$ cat src/gjs_pkg.sv
package gjs_pkg;

  localparam int unsigned DEF_MAX_ROWS    = 16;
  localparam int unsigned DEF_MAX_COLUMNS = 16;
  localparam int unsigned VAL_W           = 32;
  localparam int unsigned CFG_W           = 5;
  localparam int unsigned CFG_IDX_W       = 1;
  localparam int unsigned ROW_ID_W        = 4;

  localparam logic [CFG_IDX_W-1:0] CFG_ROWS = 1'b0;
  localparam logic [CFG_IDX_W-1:0] CFG_COLS = 1'b1;

  typedef enum logic [3:0] {
    DP_NOP   = 4'd0,
    DP_LOAD  = 4'd1,
    DP_RDA   = 4'd2,
    DP_RDB   = 4'd3,
    DP_WRA   = 4'd4,
    DP_WRB   = 4'd5,
    DP_DIV   = 4'd6,
    DP_MUL   = 4'd7,
    DP_SUB   = 4'd8
  } dp_op_t;

  function automatic logic [VAL_W-1:0] mag32(input logic signed [VAL_W-1:0] v);
    logic [VAL_W-1:0] r;
    r = v[VAL_W-1] ? (~v + 1'b1) : v;
    return r;
  endfunction

  function automatic logic signed [VAL_W-1:0] sat64(input logic signed [63:0] v);
    logic signed [VAL_W-1:0] r;
    if (v > 64'sh0000_0000_7FFF_FFFF) r = 32'sh7FFF_FFFF;
    else if (v < -64'sh0000_0000_8000_0000) r = 32'sh8000_0000;
    else r = v[VAL_W-1:0];
    return r;
  endfunction

endpackage

$ cat src/gjs_elim_fix.sv
module gjs_elim_fix
  import gjs_pkg::*;
(
  input  logic                    clk,
  input  logic                    rst_n,
  input  logic                    capture,
  input  logic signed [VAL_W-1:0] rd_q,
  output logic signed [VAL_W-1:0] out_q
);

  logic signed [VAL_W-1:0] q_r;

  always_ff @(posedge clk) begin
    if (!rst_n) q_r <= '0;
    else if (capture) q_r <= rd_q;
  end

  assign out_q = q_r;

endmodule

$ cat config.mk
export PLATFORM = sky130hd
export DESIGN_NAME = gjs_elim_fix
export DESIGN_NICKNAME = d
export VERILOG_FILES = /design/src/gjs_pkg.sv /design/src/gjs_elim_fix.sv
export SDC_FILE = /design/constraint.sdc
export NUM_CORES = 1
export LEC_CHECK = 0
export CAP_MARGIN = 10
export CORE_MARGIN = 2
export CORE_UTILIZATION = 30
export CTS_BUF_LIST = sky130_fd_sc_hd__clkbuf_8
export CTS_CLUSTER_SIZE = 12
export DETAILED_ROUTE_END_ITERATION = 12
export DONT_BUFFER_PORTS = 1
export SETUP_SLACK_MARGIN = 0.15
export SYNTH_ARGS = -nofsm -noshare
export SYNTH_HDL_FRONTEND = slang
export SYNTH_SLANG_ARGS = --single-unit
$ cat constraint.sdc
create_clock -name clk -period 0.84 [get_ports clk]
set_input_delay 0 -clock clk [delete_from_list [all_inputs] [get_ports clk]]
set_output_delay 0 -clock clk [all_outputs]
set_load 0.01 [all_outputs]
* Word-level counts from Yosys, hierarchy flattened
Cells that the tools add are included.
** Word-level totals
- Bits in registers :: 32
- Word-level logic and storage cells :: 1

* Depth between registers and ports, before layout
- Depth after elaboration :: 0
- Gate-level depth with buffers :: 4

* Worst setup path after synthesis
Ideal clock, no wire load.
- Kind :: flip-flop to flip-flop
- From :: register out_q[0] (netlist name)
- To :: register q_r[0] (netlist: out_q[0])
- Data arrival time :: 483 ps
- Stages on the path, launching flop included :: 3
- Library setup time :: 116 ps
- Buffers on the path :: 0
- Path slack :: 241 ps
- Cells stage by stage :: dfxtp_1 -> mux2i_1 -> nor2b_1
** RTL lines
- end signal, assigned :: RTL line gjs_elim_fix.sv:15 : else if (capture) q_r <= rd_q;
- end, declared :: RTL line gjs_elim_fix.sv:11 : logic signed [VAL_W-1:0] q_r;

==> flow_summary.json <==
{
  "grt.overflow.total": 0,
  "gp_congestion": 0.638,
  "nets": 138,
  "synthTopCellsByArea": "dfxtp_1 (52%), mux2i_1 (26%), nor2b_1 (16%), buf_12 (4.8%), buf_6 (0.91%)",
  "clock_latency_ns": 0.27,
  "drt_wl_total_mm": 2.07,
  "grt_pass1_wl_mm": 3.02,
  "hold_end": "out_q[31]",
  "rr_worst_depth": 2,
  "area_growth_pct": 8.55,
  "rsz0062_at_grt": "true",
  "cp_top_family": "flip-flops",
  "ir_drop_mv": 0.894,
  "yosysTopAreaCellShare_pct": 51.5,
  "maxSlewViolCount": 0,
  "num_vias": 701,
  "tns_ns": 0,
  "synth_top_family_by_area": "multiplexers",
  "numCtsBuffers": 5,
  "synth.mux.area_fraction_pct": 25.8,
  "r2r_slack_ns": 0.18,
  "path_clk_slew_ns": 0.06,
  "synth_fa_ha_area_share_pct": 0,
  "cp_slowest_cell": "dfxtp_1",
  "hp-class": "in -> reg",
  "die_w_um": 68.4,
  "critPathBufInv": 0,
  "io_buffers": 0,
  "synth_largest_area_cell": "dfxtp_1",
  "finalCritPeriodShare_pct": 78.9,
  "setup-violations-final": 0,
  "synthCells": 103,
  "ant_nets": 0,
  "fmax_mhz": 1510,
  "start_util_pct": 31.1,
  "place_hpwl_mm": 1.46,
  "synth_edf_count": 0,
  "rows": 23,
  "hold_violations": 32,
  "power_leakage_nw": 0.567,
  "grt_usage_pct": 9.55,
  "max-cap-violations": 0,
  "period_needed_ns": 0.663,
  "grt_pass1_vias": 685,
  "routedWlPerCell_um": 13.5,
  "synth.avg_cell_area_um2": 12.1,
  "netlist_area_um2": 1240,
  "antenna_found_initial": 0,
  "outcome": "finished with violations",
  "seq_area_frac_synth_pct": 51.5,
  "skew_ns": 0,
  "die_h_um": 68.4,
  "cp.arrival_ns": 0.83,
  "slew_headroom_pct": 89.8,
  "fp.coreArea_um2": 4000,
  "synth-compound-area-share_pct": 0,
  "synth_nets": 138,
  "yosysUniqueCellTypes": 6,
  "crit_fanout": 2,
  "drcViolationCount": 0,
  "fin_ws_ns": 0.177,
  "finalPower_mw": 3.13,
  "largest_reg_flops": 32,
  "min_path_cells": 1,
  "place_ws_ns": 0.174,
  "diodes": 0,
  "reg2reg_from": "out_q[12]",
  "cts_buffer_depth": 2,
  "synth_xor_area_share_pct": 0,
  "drtIter0Drc": 1,
  "cts_tree": "yes",
  "dr.pass1.iters": 2,
  "dieArea_um2": 4680,
  "root_buffer": "clkbuf_8",
  "p_per_area_nw_per_um2": 2320,
  "worstMarginPinSlew_ns": 0.148,
  "synth_seq_cells": 32,
  "min-delay-start": "rst_n",
  "postSynth.asyncResetShare_pct": 0,
  "synthSimpleGateAreaFrac_pct": 16.1,
  "endpoint_kind": "register",
  "dp_cells": 146,
  "synthTopCellsByCount": "dfxtp_1 (32), mux2i_1 (32), nor2b_1 (32)",
  "yosysWarnings": 0,
  "grt_max_degree": 33,
  "holdWs_ns": -0.146,
  "htree_levels": 2,
  "final_cells": 153,
  "crit_path_cell_trace": "mux2i_1 -> nor2b_1",
  "rr_endpoint": "out_q[12]",
  "drive_gt1_share_pct": 30.1,
  "start_kind": "register",
  "slowest_delay_ns": 0.34,
  "clock_sinks": 32,
  "crit_type": "reg -> reg",
  "pin_count": 67,
  "synth_flop_cell": "dfxtp_1",
  "violations": "hold timing",
  "routed_via_density": 4.58,
  "required_ns": 1.01
}
report_power, final:
group | leakage, nW | internal, mW | switching (mW)
Sequential | 0.273 | 1.63 | 0.101
Combinational | 0.244 | 0.116 | 0.0478
Clock | 0.0503 | 0.728 | 0.507
layer usage:
layer,vias up,track usage [%],wire length [um]
met4,0,6.00,28
met2,46,14.8,1010
met1,318,9.20,798
met5,-,0,0
li1,333,-,-
met3,4,6.58,230
final cells by class:
cell class                 instances  area (um^2)
clock buffer                       7         96.3
fill                             398         2650
multi-input combinational         64          520
sequential                        32          671
tap                               50         62.6
worst register-to-register path: cells and delay by family, from the launching register on:
family	cells	cell delay [ns]
AND/OR/NAND/NOR	1	0.06
flip-flops	1	0.34
multiplexers	1	0.16
stage by stage:
stage	hold WS, ns	util [%]	instance area (um^2)
3_5_place_dp	0.137	30.6	1220
5_1_grt	-0.159	33.8	1350
2_1_floorplan	0.128	-	1240
4_1_cts	-0.157	33.0	1320
6_report	-0.146	33.8	1350
3_3_place_gp	0.131	30.6	1220
kinds of logic after synthesis:
group,Yosys count
muxes,32
DFF,32
buffers and inverters,7
and+or+nand+nor,32
worst max path at each step:
| stage | cells past startpoint | start | slack [ns] | end |
|---|---|---|---|---|
| 2_1_floorplan | 2 | out_q[0] | 0.24 | out_q[0] |
| 3_3_place_gp | 2 | out_q[20] | 0.21 | out_q[20] |
| 3_5_place_dp | 2 | out_q[28] | 0.17 | out_q[28] |
| 4_1_cts | 0 | out_q[26] | 0.16 | out_q[26] |
| 5_1_grt | 2 | out_q[13] | 0.12 | out_q[13] |
| 6_report | 2 | out_q[12] | 0.18 | out_q[12] |
placed cells by master, fill, tap and decap left out:
cell / synthesis / routed
clkbuf_8: 0 / 7
dfxtp_1: 32 / 8
mux2i_1: 32 / 32
nor2b_1: 32 / 32
dfxtp_2: 0 / 24
timing repair:
item	CTS	global route
endpoints found under the setup margin	0	34
resized for setup	0	24
buffers inserted	0	0
hold endpoints to repair	32	32
Note: power is estimated with default switching activity, not from simulation.
