`src/gjs_pkg.sv`:
```
package gjs_pkg;

  localparam int unsigned DEF_MAX_ROWS    = 16;
  localparam int unsigned DEF_MAX_COLUMNS = 16;
  localparam int unsigned VAL_W           = 32;
  localparam int unsigned CFG_W           = 5;
  localparam int unsigned CFG_IDX_W       = 1;
  localparam int unsigned ROW_ID_W        = 4;

  localparam logic [CFG_IDX_W-1:0] CFG_ROWS = 1'b0;
  localparam logic [CFG_IDX_W-1:0] CFG_COLS = 1'b1;

  typedef enum logic [3:0] {
    DP_NOP   = 4'd0,
    DP_LOAD  = 4'd1,
    DP_RDA   = 4'd2,
    DP_RDB   = 4'd3,
    DP_WRA   = 4'd4,
    DP_WRB   = 4'd5,
    DP_DIV   = 4'd6,
    DP_MUL   = 4'd7,
    DP_SUB   = 4'd8
  } dp_op_t;

  function automatic logic [VAL_W-1:0] mag32(input logic signed [VAL_W-1:0] v);
    logic [VAL_W-1:0] r;
    r = v[VAL_W-1] ? (~v + 1'b1) : v;
    return r;
  endfunction

  function automatic logic signed [VAL_W-1:0] sat64(input logic signed [63:0] v);
    logic signed [VAL_W-1:0] r;
    if (v > 64'sh0000_0000_7FFF_FFFF) r = 32'sh7FFF_FFFF;
    else if (v < -64'sh0000_0000_8000_0000) r = 32'sh8000_0000;
    else r = v[VAL_W-1:0];
    return r;
  endfunction

endpackage

```
`src/gjs_ctrl.sv`:
```
module gjs_ctrl
  import gjs_pkg::*;
#(
  parameter int unsigned MAX_ROWS    = DEF_MAX_ROWS,
  parameter int unsigned MAX_COLUMNS = DEF_MAX_COLUMNS
) (
  input  logic                    clk,
  input  logic                    rst_n,
  input  logic                    cfg_we,
  input  logic [CFG_IDX_W-1:0]    cfg_index,
  input  logic [CFG_W-1:0]        cfg_data,
  input  logic                    in_valid,
  output logic                    in_ready,
  input  logic                    in_last,
  output logic                    out_valid,
  input  logic                    out_ready,
  output logic [ROW_ID_W-1:0]     out_row,
  output logic                    out_last,
  output logic                    out_sing,
  output logic                    out_load,
  output dp_op_t                  op,
  output logic [$clog2(MAX_ROWS*MAX_COLUMNS)-1:0] addr,
  input  logic signed [VAL_W-1:0] a_q,
  input  logic signed [VAL_W-1:0] b_q,
  input  logic signed [VAL_W-1:0] rd_q,
  input  logic                    dp_busy
);

  localparam int unsigned AW  = $clog2(MAX_ROWS*MAX_COLUMNS);
  localparam int unsigned RW  = $clog2(MAX_ROWS + 1);
  localparam int unsigned CW  = $clog2(MAX_COLUMNS + 1);

  typedef enum logic [17:0] {
    S_LOAD   = 18'b000000000000000001,
    S_PVRD   = 18'b000000000000000010,
    S_PVCMP  = 18'b000000000000000100,
    S_SWRA   = 18'b000000000000001000,
    S_SWRB   = 18'b000000000000010000,
    S_SWWA   = 18'b000000000000100000,
    S_SWWB   = 18'b000000000001000000,
    S_PRD    = 18'b000000000010000000,
    S_PCHK   = 18'b000000000100000000,
    S_SCRD   = 18'b000000001000000000,
    S_SCDIV  = 18'b000000010000000000,
    S_SCWAIT = 18'b000000100000000000,
    S_FRD    = 18'b000001000000000000,
    S_ELRD   = 18'b000010000000000000,
    S_ELMUL  = 18'b000100000000000000,
    S_ELSUB  = 18'b001000000000000000,
    S_OUTRD  = 18'b010000000000000000,
    S_OUT    = 18'b100000000000000000
  } st_t;

  st_t st_r, st_nxt;
  logic [CFG_W-1:0] rows_cfg_r, cols_cfg_r;
  logic [RW-1:0] nr_r, nr_nxt;
  logic [CW-1:0] nc_r, nc_nxt;
  logic [RW-1:0] nr_now;
  logic [CW-1:0] nc_now;
  logic [AW:0]   pos_r, pos_nxt;
  logic [AW:0]   lrow_r, lrow_nxt;
  logic [AW:0]   lcol_r, lcol_nxt;
  logic [RW-1:0] i_r, i_nxt, k_r, k_nxt, best_r, best_nxt;
  logic [CW-1:0] l_r, l_nxt;
  logic [VAL_W-1:0] bmag_r, bmag_nxt;
  logic [1:0]    ph_r, ph_nxt;
  logic          sing_r, sing_nxt;
  logic [RW-1:0] lim;
  logic          take;

  function automatic logic [AW-1:0] ad(input logic [RW-1:0] r, input logic [CW-1:0] c);
    logic [AW+RW+CW-1:0] t;
    t = (AW+RW+CW)'(r) * (AW+RW+CW)'(MAX_COLUMNS) + (AW+RW+CW)'(c);
    return t[AW-1:0];
  endfunction

  always_comb begin
    nr_now = (rows_cfg_r == '0) ? RW'(1) :
             ((32'(rows_cfg_r) > MAX_ROWS) ? RW'(MAX_ROWS) : RW'(rows_cfg_r));
    nc_now = (cols_cfg_r < CFG_W'(2)) ? CW'(2) :
             ((32'(cols_cfg_r) > MAX_COLUMNS) ? CW'(MAX_COLUMNS) : CW'(cols_cfg_r));
  end

  assign lim  = (32'(nr_r) < 32'(nc_r)) ? nr_r : RW'(nc_r);
  assign take = in_valid && in_ready;
  assign in_ready  = (st_r == S_LOAD) && (32'(lcol_r) < 32'(nc_now));
  assign out_valid = (st_r == S_OUT);
  assign out_row   = ROW_ID_W'(k_r);
  assign out_last  = (k_r + 1'b1 == nr_r);
  assign out_sing  = sing_r;

  always_comb begin
    st_nxt = st_r; nr_nxt = nr_r; nc_nxt = nc_r;
    pos_nxt = pos_r; lrow_nxt = lrow_r; lcol_nxt = lcol_r;
    i_nxt = i_r; k_nxt = k_r; best_nxt = best_r; l_nxt = l_r;
    bmag_nxt = bmag_r; ph_nxt = ph_r; sing_nxt = sing_r;
    op = DP_NOP; addr = '0; out_load = 1'b0;
    unique case (st_r)
      S_LOAD: begin
        addr = ad(RW'(lrow_r), CW'(lcol_r));
        if (take) begin
          if (32'(pos_r) < 32'(nr_now) * 32'(nc_now)) begin
            op = DP_LOAD;
            out_load = 1'b1;
            pos_nxt = pos_r + 1'b1;
            if (32'(lcol_r) + 1 == 32'(nc_now)) begin
              lcol_nxt = '0;
              lrow_nxt = lrow_r + 1'b1;
            end else begin
              lcol_nxt = lcol_r + 1'b1;
            end
          end
          if (in_last) begin
            nr_nxt = nr_now; nc_nxt = nc_now; sing_nxt = 1'b0;
            pos_nxt = '0; lrow_nxt = '0; lcol_nxt = '0;
            i_nxt = '0; best_nxt = '0; k_nxt = '0; ph_nxt = '0;
            st_nxt = S_PVRD;
          end
        end else if (32'(lcol_r) >= 32'(nc_now)) begin
          // split the load position into row and column after a shape change
          lcol_nxt = lcol_r - (AW+1)'(nc_now);
          lrow_nxt = lrow_r + 1'b1;
        end
      end
      S_PVRD: begin
        if (i_r == lim) begin
          k_nxt = '0; ph_nxt = '0; st_nxt = S_OUTRD;
        end else begin
          addr = ad(k_r, CW'(i_r));
          if (ph_r == 2'd0) begin
            ph_nxt = 2'd1;
          end else begin
            ph_nxt = 2'd0; st_nxt = S_PVCMP;
          end
        end
      end
      S_PVCMP: begin
        if (k_r == i_r) begin
          best_nxt = i_r; bmag_nxt = mag32(rd_q);
        end else if (mag32(rd_q) > bmag_r) begin
          best_nxt = k_r; bmag_nxt = mag32(rd_q);
        end
        if (k_r + 1'b1 == nr_r) begin
          l_nxt = '0;
          st_nxt = ((k_r == i_r) ? i_r : ((mag32(rd_q) > bmag_r) ? k_r : best_r)) != i_r ?
                   S_SWRA : S_PRD;
        end else begin
          k_nxt = k_r + 1'b1; st_nxt = S_PVRD;
        end
        if (k_r == '0 && i_r != '0) begin
          k_nxt = i_r; st_nxt = S_PVRD;
        end
      end
      S_SWRA: begin
        addr = ad(best_r, l_r);
        if (ph_r == 2'd0) ph_nxt = 2'd1;
        else begin
          op = DP_RDA; ph_nxt = 2'd0; st_nxt = S_SWRB;
        end
      end
      S_SWRB: begin
        addr = ad(i_r, l_r);
        if (ph_r == 2'd0) ph_nxt = 2'd1;
        else begin
          op = DP_RDB; ph_nxt = 2'd0; st_nxt = S_SWWA;
        end
      end
      S_SWWA: begin
        addr = ad(i_r, l_r); op = DP_WRA; st_nxt = S_SWWB;
      end
      S_SWWB: begin
        addr = ad(best_r, l_r); op = DP_WRB;
        if (l_r + 1'b1 == nc_r) begin
          l_nxt = '0; st_nxt = S_PRD;
        end else begin
          l_nxt = l_r + 1'b1; st_nxt = S_SWRA;
        end
      end
      S_PRD: begin
        addr = ad(i_r, CW'(i_r));
        if (ph_r == 2'd0) ph_nxt = 2'd1;
        else begin
          op = DP_RDB; ph_nxt = 2'd0; st_nxt = S_PCHK;
        end
      end
      S_PCHK: begin
        l_nxt = '0;
        if (b_q == '0) begin
          sing_nxt = 1'b1; i_nxt = i_r + 1'b1; k_nxt = '0; st_nxt = S_PVRD;
        end else begin
          st_nxt = S_SCRD;
        end
      end
      S_SCRD: begin
        addr = ad(i_r, l_r);
        if (ph_r == 2'd0) ph_nxt = 2'd1;
        else begin
          op = DP_RDA; ph_nxt = 2'd0; st_nxt = S_SCDIV;
        end
      end
      S_SCDIV: begin
        op = DP_DIV; st_nxt = S_SCWAIT;
      end
      S_SCWAIT: begin
        addr = ad(i_r, l_r);
        if (!dp_busy) begin
          op = DP_WRA;
          if (l_r + 1'b1 == nc_r) begin
            l_nxt = '0; k_nxt = '0; st_nxt = S_FRD;
          end else begin
            l_nxt = l_r + 1'b1; st_nxt = S_SCRD;
          end
        end
      end
      S_FRD: begin
        if (k_r == nr_r) begin
          i_nxt = i_r + 1'b1; k_nxt = '0; st_nxt = S_PVRD;
        end else if (k_r == i_r) begin
          k_nxt = k_r + 1'b1;
        end else begin
          addr = ad(k_r, CW'(i_r));
          if (ph_r == 2'd0) ph_nxt = 2'd1;
          else begin
            op = DP_RDB; ph_nxt = 2'd0; l_nxt = '0; st_nxt = S_ELRD;
          end
        end
      end
      S_ELRD: begin
        addr = ad(i_r, l_r);
        if (ph_r == 2'd0) ph_nxt = 2'd1;
        else begin
          op = DP_RDA; ph_nxt = 2'd0; st_nxt = S_ELMUL;
        end
      end
      S_ELMUL: begin
        op = DP_MUL; st_nxt = S_ELSUB;
      end
      S_ELSUB: begin
        addr = ad(k_r, l_r);
        unique case (ph_r)
          2'd0: ph_nxt = 2'd1;
          2'd1: begin
            op = DP_RDA; ph_nxt = 2'd2;
          end
          2'd2: begin
            op = DP_SUB; ph_nxt = 2'd3;
          end
          default: begin
            op = DP_WRA; ph_nxt = '0;
            if (l_r + 1'b1 == nc_r) begin
              l_nxt = '0; k_nxt = k_r + 1'b1; st_nxt = S_FRD;
            end else begin
              l_nxt = l_r + 1'b1; st_nxt = S_ELRD;
            end
          end
        endcase
      end
      S_OUTRD: begin
        addr = ad(k_r, nc_r - 1'b1);
        if (ph_r == 2'd0) ph_nxt = 2'd1;
        else begin
          ph_nxt = 2'd0; st_nxt = S_OUT;
        end
      end
      S_OUT: begin
        if (out_ready) begin
          if (k_r + 1'b1 == nr_r) begin
            k_nxt = '0; st_nxt = S_LOAD;
          end else begin
            k_nxt = k_r + 1'b1; st_nxt = S_OUTRD;
          end
        end
      end
      default: st_nxt = S_LOAD;
    endcase
    if (cfg_we) begin
      lrow_nxt = '0;
      lcol_nxt = pos_nxt;
    end
  end

  always_ff @(posedge clk) begin
    if (!rst_n) begin
      st_r <= S_LOAD;
      rows_cfg_r <= CFG_W'(1);
      cols_cfg_r <= CFG_W'(2);
      pos_r <= '0; lrow_r <= '0; lcol_r <= '0;
      sing_r <= 1'b0; ph_r <= '0; k_r <= '0; i_r <= '0;
      nr_r <= RW'(1); nc_r <= CW'(2);
    end else begin
      st_r <= st_nxt;
      if (cfg_we && cfg_index == CFG_ROWS) rows_cfg_r <= cfg_data;
      if (cfg_we && cfg_index == CFG_COLS) cols_cfg_r <= cfg_data;
      pos_r <= pos_nxt; lrow_r <= lrow_nxt; lcol_r <= lcol_nxt;
      sing_r <= sing_nxt; ph_r <= ph_nxt; k_r <= k_nxt; i_r <= i_nxt;
      nr_r <= nr_nxt; nc_r <= nc_nxt;
    end
    best_r <= best_nxt; l_r <= l_nxt; bmag_r <= bmag_nxt;
  end

endmodule

```
`config.mk`:
```
export PLATFORM = sky130hd
export DESIGN_NAME = gjs_ctrl
export DESIGN_NICKNAME = d
export VERILOG_FILES = /design/src/gjs_pkg.sv /design/src/gjs_ctrl.sv
export SDC_FILE = /design/constraint.sdc
export NUM_CORES = 1
export LEC_CHECK = 0
export ABC_AREA = 1
export ABC_CLOCK_PERIOD_IN_PS = 7100
export BUFFER_PORTS_ARGS = -buffer_cell sky130_fd_sc_hd__clkbuf_2
export CAP_MARGIN = 0
export CORE_MARGIN = 4
export CORE_UTILIZATION = 45
export DETAILED_ROUTE_END_ITERATION = 6
export GPL_TIMING_DRIVEN = 0
export PLACE_DENSITY = 0.72
export REMOVE_ABC_BUFFERS = 1
export SETUP_SLACK_MARGIN = 0.5
export SLEW_MARGIN = 10
export SYNTH_ARGS = -nofsm -noshare
export SYNTH_HDL_FRONTEND = slang
export SYNTH_SLANG_ARGS = --single-unit
```
`constraint.sdc`:
```
create_clock -name clk -period 7.1 [get_ports clk]
set_input_delay 0.71 -clock clk [delete_from_list [all_inputs] [get_ports clk]]
set_output_delay 0.71 -clock clk [all_outputs]
set_load 0.02 [all_outputs]
```
== Yosys cells after proc, flatten, opt, wreduce, memory -nomap -nowiden ==
Index checks and enable logic that the tools add are counted.
Cells by class
  equal/unequal tests: 55
  $lt $le $gt $ge: 8
  multiply operators: 1
  add/subtract/negate cells: 17
  reductions and logical operators: 38
  muxes and demuxes: 106
  bitwise operators: 3
Operators with widths (number)
  case mux 18 bit (18 select lines): 1
  two-way mux 18 bit: 17
  two-way mux 5 bit: 30
  two-way mux 9 bit: 16
  two-way mux 32 bit: 3
  case mux 8 bit (8 select lines): 1
  adder 8 x 5 -> 8 bit: 7
  two-way mux 8 bit: 6
  case mux 4 bit (10 select lines): 1
  case mux 5 bit (8 select lines): 1
  != test 2 bit (second input constant): 19
  adder 32 x 1 -> 32 bit (second input constant): 1
  greater-than comparator 32 bit: 1
  zero test 32 bit: 1
  NOT 32 bit: 1
  case mux 5 bit (6 select lines): 1
  adder 9 x 1 -> 9 bit (second input constant): 3
  == test 5 bit: 5
  == test 18 x 1 -> 1 bit (second input constant): 1
  == test 18 x 10 -> 1 bit (second input constant): 1
  == test 18 x 11 -> 1 bit (second input constant): 1
  == test 18 x 12 -> 1 bit (second input constant): 1
  == test 18 x 13 -> 1 bit (second input constant): 1
  == test 18 x 14 -> 1 bit (second input constant): 1
  64 further kinds: 107
Word-level totals
  input bits: 109
  register bits after elaboration: 120
  logic and storage cells: 243

== Longest topological paths before layout ==
  word-level depth: 11
  depth in mapped cells: 32
  mapped depth without buffers: 32

== Least setup slack after synthesis ==
OpenSTA, ideal clock, no wires.
  path kind: input-to-reg
  from: in rd_q[0]
  to: reg bmag_r[0], enable pin
  path slack: 1.572 ns
  required time: 6.668 ns
  data arrival time: 5.096 ns
  stages: 23
  buffers on the path: 0
  cell sequence: inv_1 ha_1 nand2_1 nor2_1 nand2_1 nor3_1 nand2_1 nor3_1 nand3_1 nor3_1 nand2_1 nor2_1 a21oi_1 xor2_1 ha_1 nand2_1 nor2_1 nand2_1 nor4_1 nand2_1 nand2_1 nand2_1 a21oi_1
On the way
  word-level cells in the longest chain between the ends: 6
Ends and longest elaborated chain
  start, declared: line gjs_ctrl.sv:25  | input logic signed [VAL_W-1:0] rd_q,
  NOT 32 bit: line gjs_pkg.sv:27  | r = v[VAL_W-1] ? (~v + 1'b1) : v;
  adder 32 x 1 -> 32 bit: line gjs_pkg.sv:27
  two-way mux 32 bit *: line gjs_pkg.sv:27
  greater-than comparator 32 bit *: line gjs_ctrl.sv:140  | end else if (mag32(rd_q) > bmag_r) begin
  nonzero test 2 bit (no line) *
  AND reduction 2 bit (no line) *
  end signal, assigned: line gjs_ctrl.sv:298  | best_r <= best_nxt; l_r <= l_nxt; bmag_r <= bmag_nxt;
  end, declared: line gjs_ctrl.sv:65  | logic [VAL_W-1:0] bmag_r, bmag_nxt;
Mark *: on every way between the ends. The rest lies on a longest branch, timed or not.
A chain may end at the register's enable or synchronous reset.

== Worst setup path in the final report ==
  from: reg cols_cfg_r[2]
  to: out op[0]
On the way
  word-level cells in the longest chain between the ends: 8
  elaborated cells between the ends (all ways): 12
  those cells by class: mul (1); order compare (4); mux (5); reduce/logical (2)
Ends and longest elaborated chain
  start, declared: line gjs_ctrl.sv:55  | logic [CFG_W-1:0] rows_cfg_r, cols_cfg_r;
  start signal, assigned: line gjs_ctrl.sv:293  | if (cfg_we && cfg_index == CFG_COLS) cols_cfg_r <= cfg_data;
  greater-than comparator 5 bit: line gjs_ctrl.sv:81  | ((32'(cols_cfg_r) > MAX_COLUMNS) ? CW'(MAX_COLUMNS) : CW'(cols_cfg_r));
  two-way mux 5 bit: line gjs_ctrl.sv:81
  two-way mux 5 bit *: line gjs_ctrl.sv:80  | nc_now = (cols_cfg_r < CFG_W'(2)) ? CW'(2) :
  multiplier 5 x 5 -> 10 bit / less-than comparator 9 x 5 -> 1 bit (equally long branches): line gjs_ctrl.sv:102, gjs_ctrl.sv:86
  less-than comparator 9 x 10 -> 1 bit / logical AND 1 bit (equally long branches): line gjs_ctrl.sv:102, gjs_ctrl.sv:86
  two-way mux 1 bit / logical AND 1 bit (equally long branches): line gjs_ctrl.sv:102, gjs_ctrl.sv:85
  two-way mux 1 bit *: line gjs_ctrl.sv:101  | if (take) begin
  case mux 4 bit (10 select lines) *: line gjs_ctrl.sv:98  | unique case (st_r)
  end, declared: line gjs_ctrl.sv:21  | output dp_op_t op,
Marks and branches as above.

==> impl_metrics.csv <==
group,metric,value,unit
placed_design,place_hpwl,22200,um
detailed_routing,vias_per_cell,5.40,
critical_path,crit_start,"cols_cfg_r[2]",
synth,avgSynthCellArea,7.05,um2
critical_path,reg2reg_from,"cols_cfg_r[2]",
die,ios,130,
critical_path,crit_type,"flop to primary output",
sta,fin_crit_sh,0.864,
detailed_routing,first_pass_iters,7,
placed_design,io_buffers,97,
clock_network,cts_resized,0,
synth,synth_warnings,0,
run_status,outcome,"finished, violations left",
detailed_routing,route.met3.wl,1530,um
synth,async_flop_share,0,
clock_network,cts_max_path_buffers,2,
critical_path,arrival,5420,ps
sta,period_needed,6130,ps
sta,timing.slew.headroom,0.434,
global_route,grt_antenna_before_repair,0,
clock_network,htreeDepth,4,
critical_path,cp_max_fo,6,
die,start_util,0.460,
critical_path,start_kind,"flop",
cells_and_area,final_common_cell,"nand2_1",
placed_design,gp_congestion,0.983,
cells_and_area,syn_to_final_growth,12.5,%
critical_path,r2r_cells,27,
global_route,overflow,0,
critical_path,r2r_end,"lcol_r[6]",
die,dieArea,25700,um2
critical_path,cp-endpoint,"op[0]",
global_route,grt_pass1_vias,9453,
sta,rsz0062_at_grt,"false",
global_route,groute.usage.overall,0.219,
sta,fin_setup_tns,0,ps
cells_and_area,diodes,0,
clock_network,postCtsSetupBuffers,0,
detailed_routing,top_layer,"met4",
die,fp.dieW,160,um
detailed_routing,drtIter0Drc,786,
sta,setup_slack,968,ps
critical_path,ff2ff_setup_slack,1660,ps
min_path,worstHoldPathType,"flop to flop",
clock_network,clock_sinks,115,
synth,synthFlopType,"dfxtp_1",
die,die-height,160,um
clock_network,cts_made_buffers,17,
detailed_routing,wl,28400,um
placed_design,dp_worst_setup_slack,1080,ps
sta,skew,14.5,ps
cells_and_area,layout_common_cells,"300 x nand2_1, 209 x inv_1, 170 x nor2_1",
clock_network,cts_tree,"built",
sta,max_freq,163,MHz
critical_path,cp-end-kind,"primary output",
detailed_routing,route.met2.wl,13700,um
detailed_routing,ant_nets,0,
detailed_routing,detail_route.wl_per_cell,15.3,um
detailed_routing,met1_length,12600,um
sta,setup_viol,0,
synth,syn_area,10400,um2
critical_path,worstPathRequired,6390,ps
sta,slew_violations,0,
clock_network,cts_root_buf,"clkbuf_16",
die,num_rows,55,
power,p_leak,5.55,nW
job,maxCapViolCount,0,
synth,ys_seq_area_frac,0.261,
cells_and_area,drive_gt1_frac,0.134,
synth,synth_cells,1481,
synth,synth_edf_count,42,
clock_network,clk_latency,430,ps
run_status,violations,"DRC",
sta,worst_pin_slew,848,ps
detailed_routing,drc,4,
die,coreArea,22700,um2
detailed_routing,dr_total_vias,10000,
synth,synth_cell_types,61,
clock_network,clk_pin_slew,60,ps
sta,hold_viol,0,
global_route,grt_pass1_wl,46500,um
global_route,grt_max_degree,39,
power,ir_drop,0.000166,V
clock_network,cts.hold.buffers_added,0,
cells_and_area,nets,1773,
synth,ys_ff_latch,115,
power,p_per_area,269,nW/um2
## synthesized netlist by cell type (all sizes together) (10+ instances only)
cell	number	area, um2
dfxtp	73	1460
clkbuf	14	52.6
inv	223	842
a211oi	12	95.1
nand2	315	1240
buf	21	143
o21ai	73	369
nand4	54	357
fa	10	200
xor2	64	561
ha	91	1140
nand3	91	528
edfxtp	42	1260
a21oi	85	429
xnor2	20	175
nor2	187	777
nor4	22	189
nor3	29	193
## layout make-up
| class | instances | area, um2 |
|---|---|---|
| Sequential cell | 115 | 2720 |
| Clock inverter | 15 | 169 |
| Multi-Input combinational cell | 1107 | 6710 |
| Clock buffer | 17 | 425 |
| Fill cell | 2226 | 11000 |
| Inverter | 224 | 847 |
| Timing Repair Buffer | 98 | 513 |
| Tap cell | 285 | 357 |
## state kept, by name, summed over array words and instances (netlist names), 2 cells and up
name / cells
pos_r: 9
i_r: 5
lcol_r: 9
ph_r: 2
bmag_r: 32
l_r: 5
k_r: 5
best_r: 5
lrow_r: 4
nc_r: 5
nr_r: 5
st_r: 18
cols_cfg_r: 5
rows_cfg_r: 5
## stage by stage
| stage | std cells | area [um2] | util | hold slack, ps | power (W) |
|---|---|---|---|---|---|
| after floorplan | 1446 | 10200 | - | 449 | 0.00186 |
| after global placement | 1828 | 11100 | 0.488 | 452 | 0.00223 |
| after detailed placement | 1829 | 11100 | 0.490 | 458 | 0.00225 |
| after CTS | 1861 | 11700 | 0.516 | 467 | 0.00315 |
| after global routing | 1861 | 11700 | 0.517 | 503 | 0.00338 |
| final | 1861 | 11700 | 0.517 | 472 | 0.00316 |
## logic make-up after synthesis
logic type,count (synthesis),share of synthesized area
XOR/XNOR,84,0.0705
AND/OR/NAND/NOR,706,0.321
adder cells (fa/ha/maj),101,0.128
AO/OA/AOI/OAI,216,0.120
flip-flops,115,0.261
buffers and inverters,259,0.0998
## per-layer routing
layer | GRT usage | up-vias
met1 | 0.290 | 4587
met4 | 0.0645 | 0
li1 | - | 5101
met5 | 0 | -
met3 | 0.0326 | 59
met2 | 0.370 | 295
## how the worst min path moves through the flow
stage	depth (start not counted)	slack, ps	end	from
floorplan	2	450	rows_cfg_r[3]	rows_cfg_r[3]
global placement	2	450	out_sing	out_sing
detailed placement	2	460	out_sing	out_sing
CTS	2	470	out_sing	out_sing
global route	2	500	out_sing	out_sing
finish	2	470	out_sing	out_sing
## power by group
group	switching (W)	internal [W]	leakage (nW)
clock network	0.000363	0.000526	0.286
logic	0.000982	0.000457	4.27
registers	0.0000837	0.000748	0.989
total	0.00143	0.00173	5.55
## worst max-delay path, stage by stage (launching register included)
cell	delay, ps
dfxtp_1	340
nor2_1	160
nand3_1	130
a21boi_2	230
nand2_1	100
fa_1	460
fa_1	520
fa_1	550
inv_1	50
ha_1	340
a21oi_1	150
o21ai_0	130
nand2_1	90
nand2_1	50
a21oi_1	140
xor2_1	190
ha_1	280
a21oi_1	150
nand2_1	60
nand3_1	150
a21boi_4	290
nand2_2	160
nand3_1	110
clkbuf_2	170
Power figures use the tool's default switching activity.
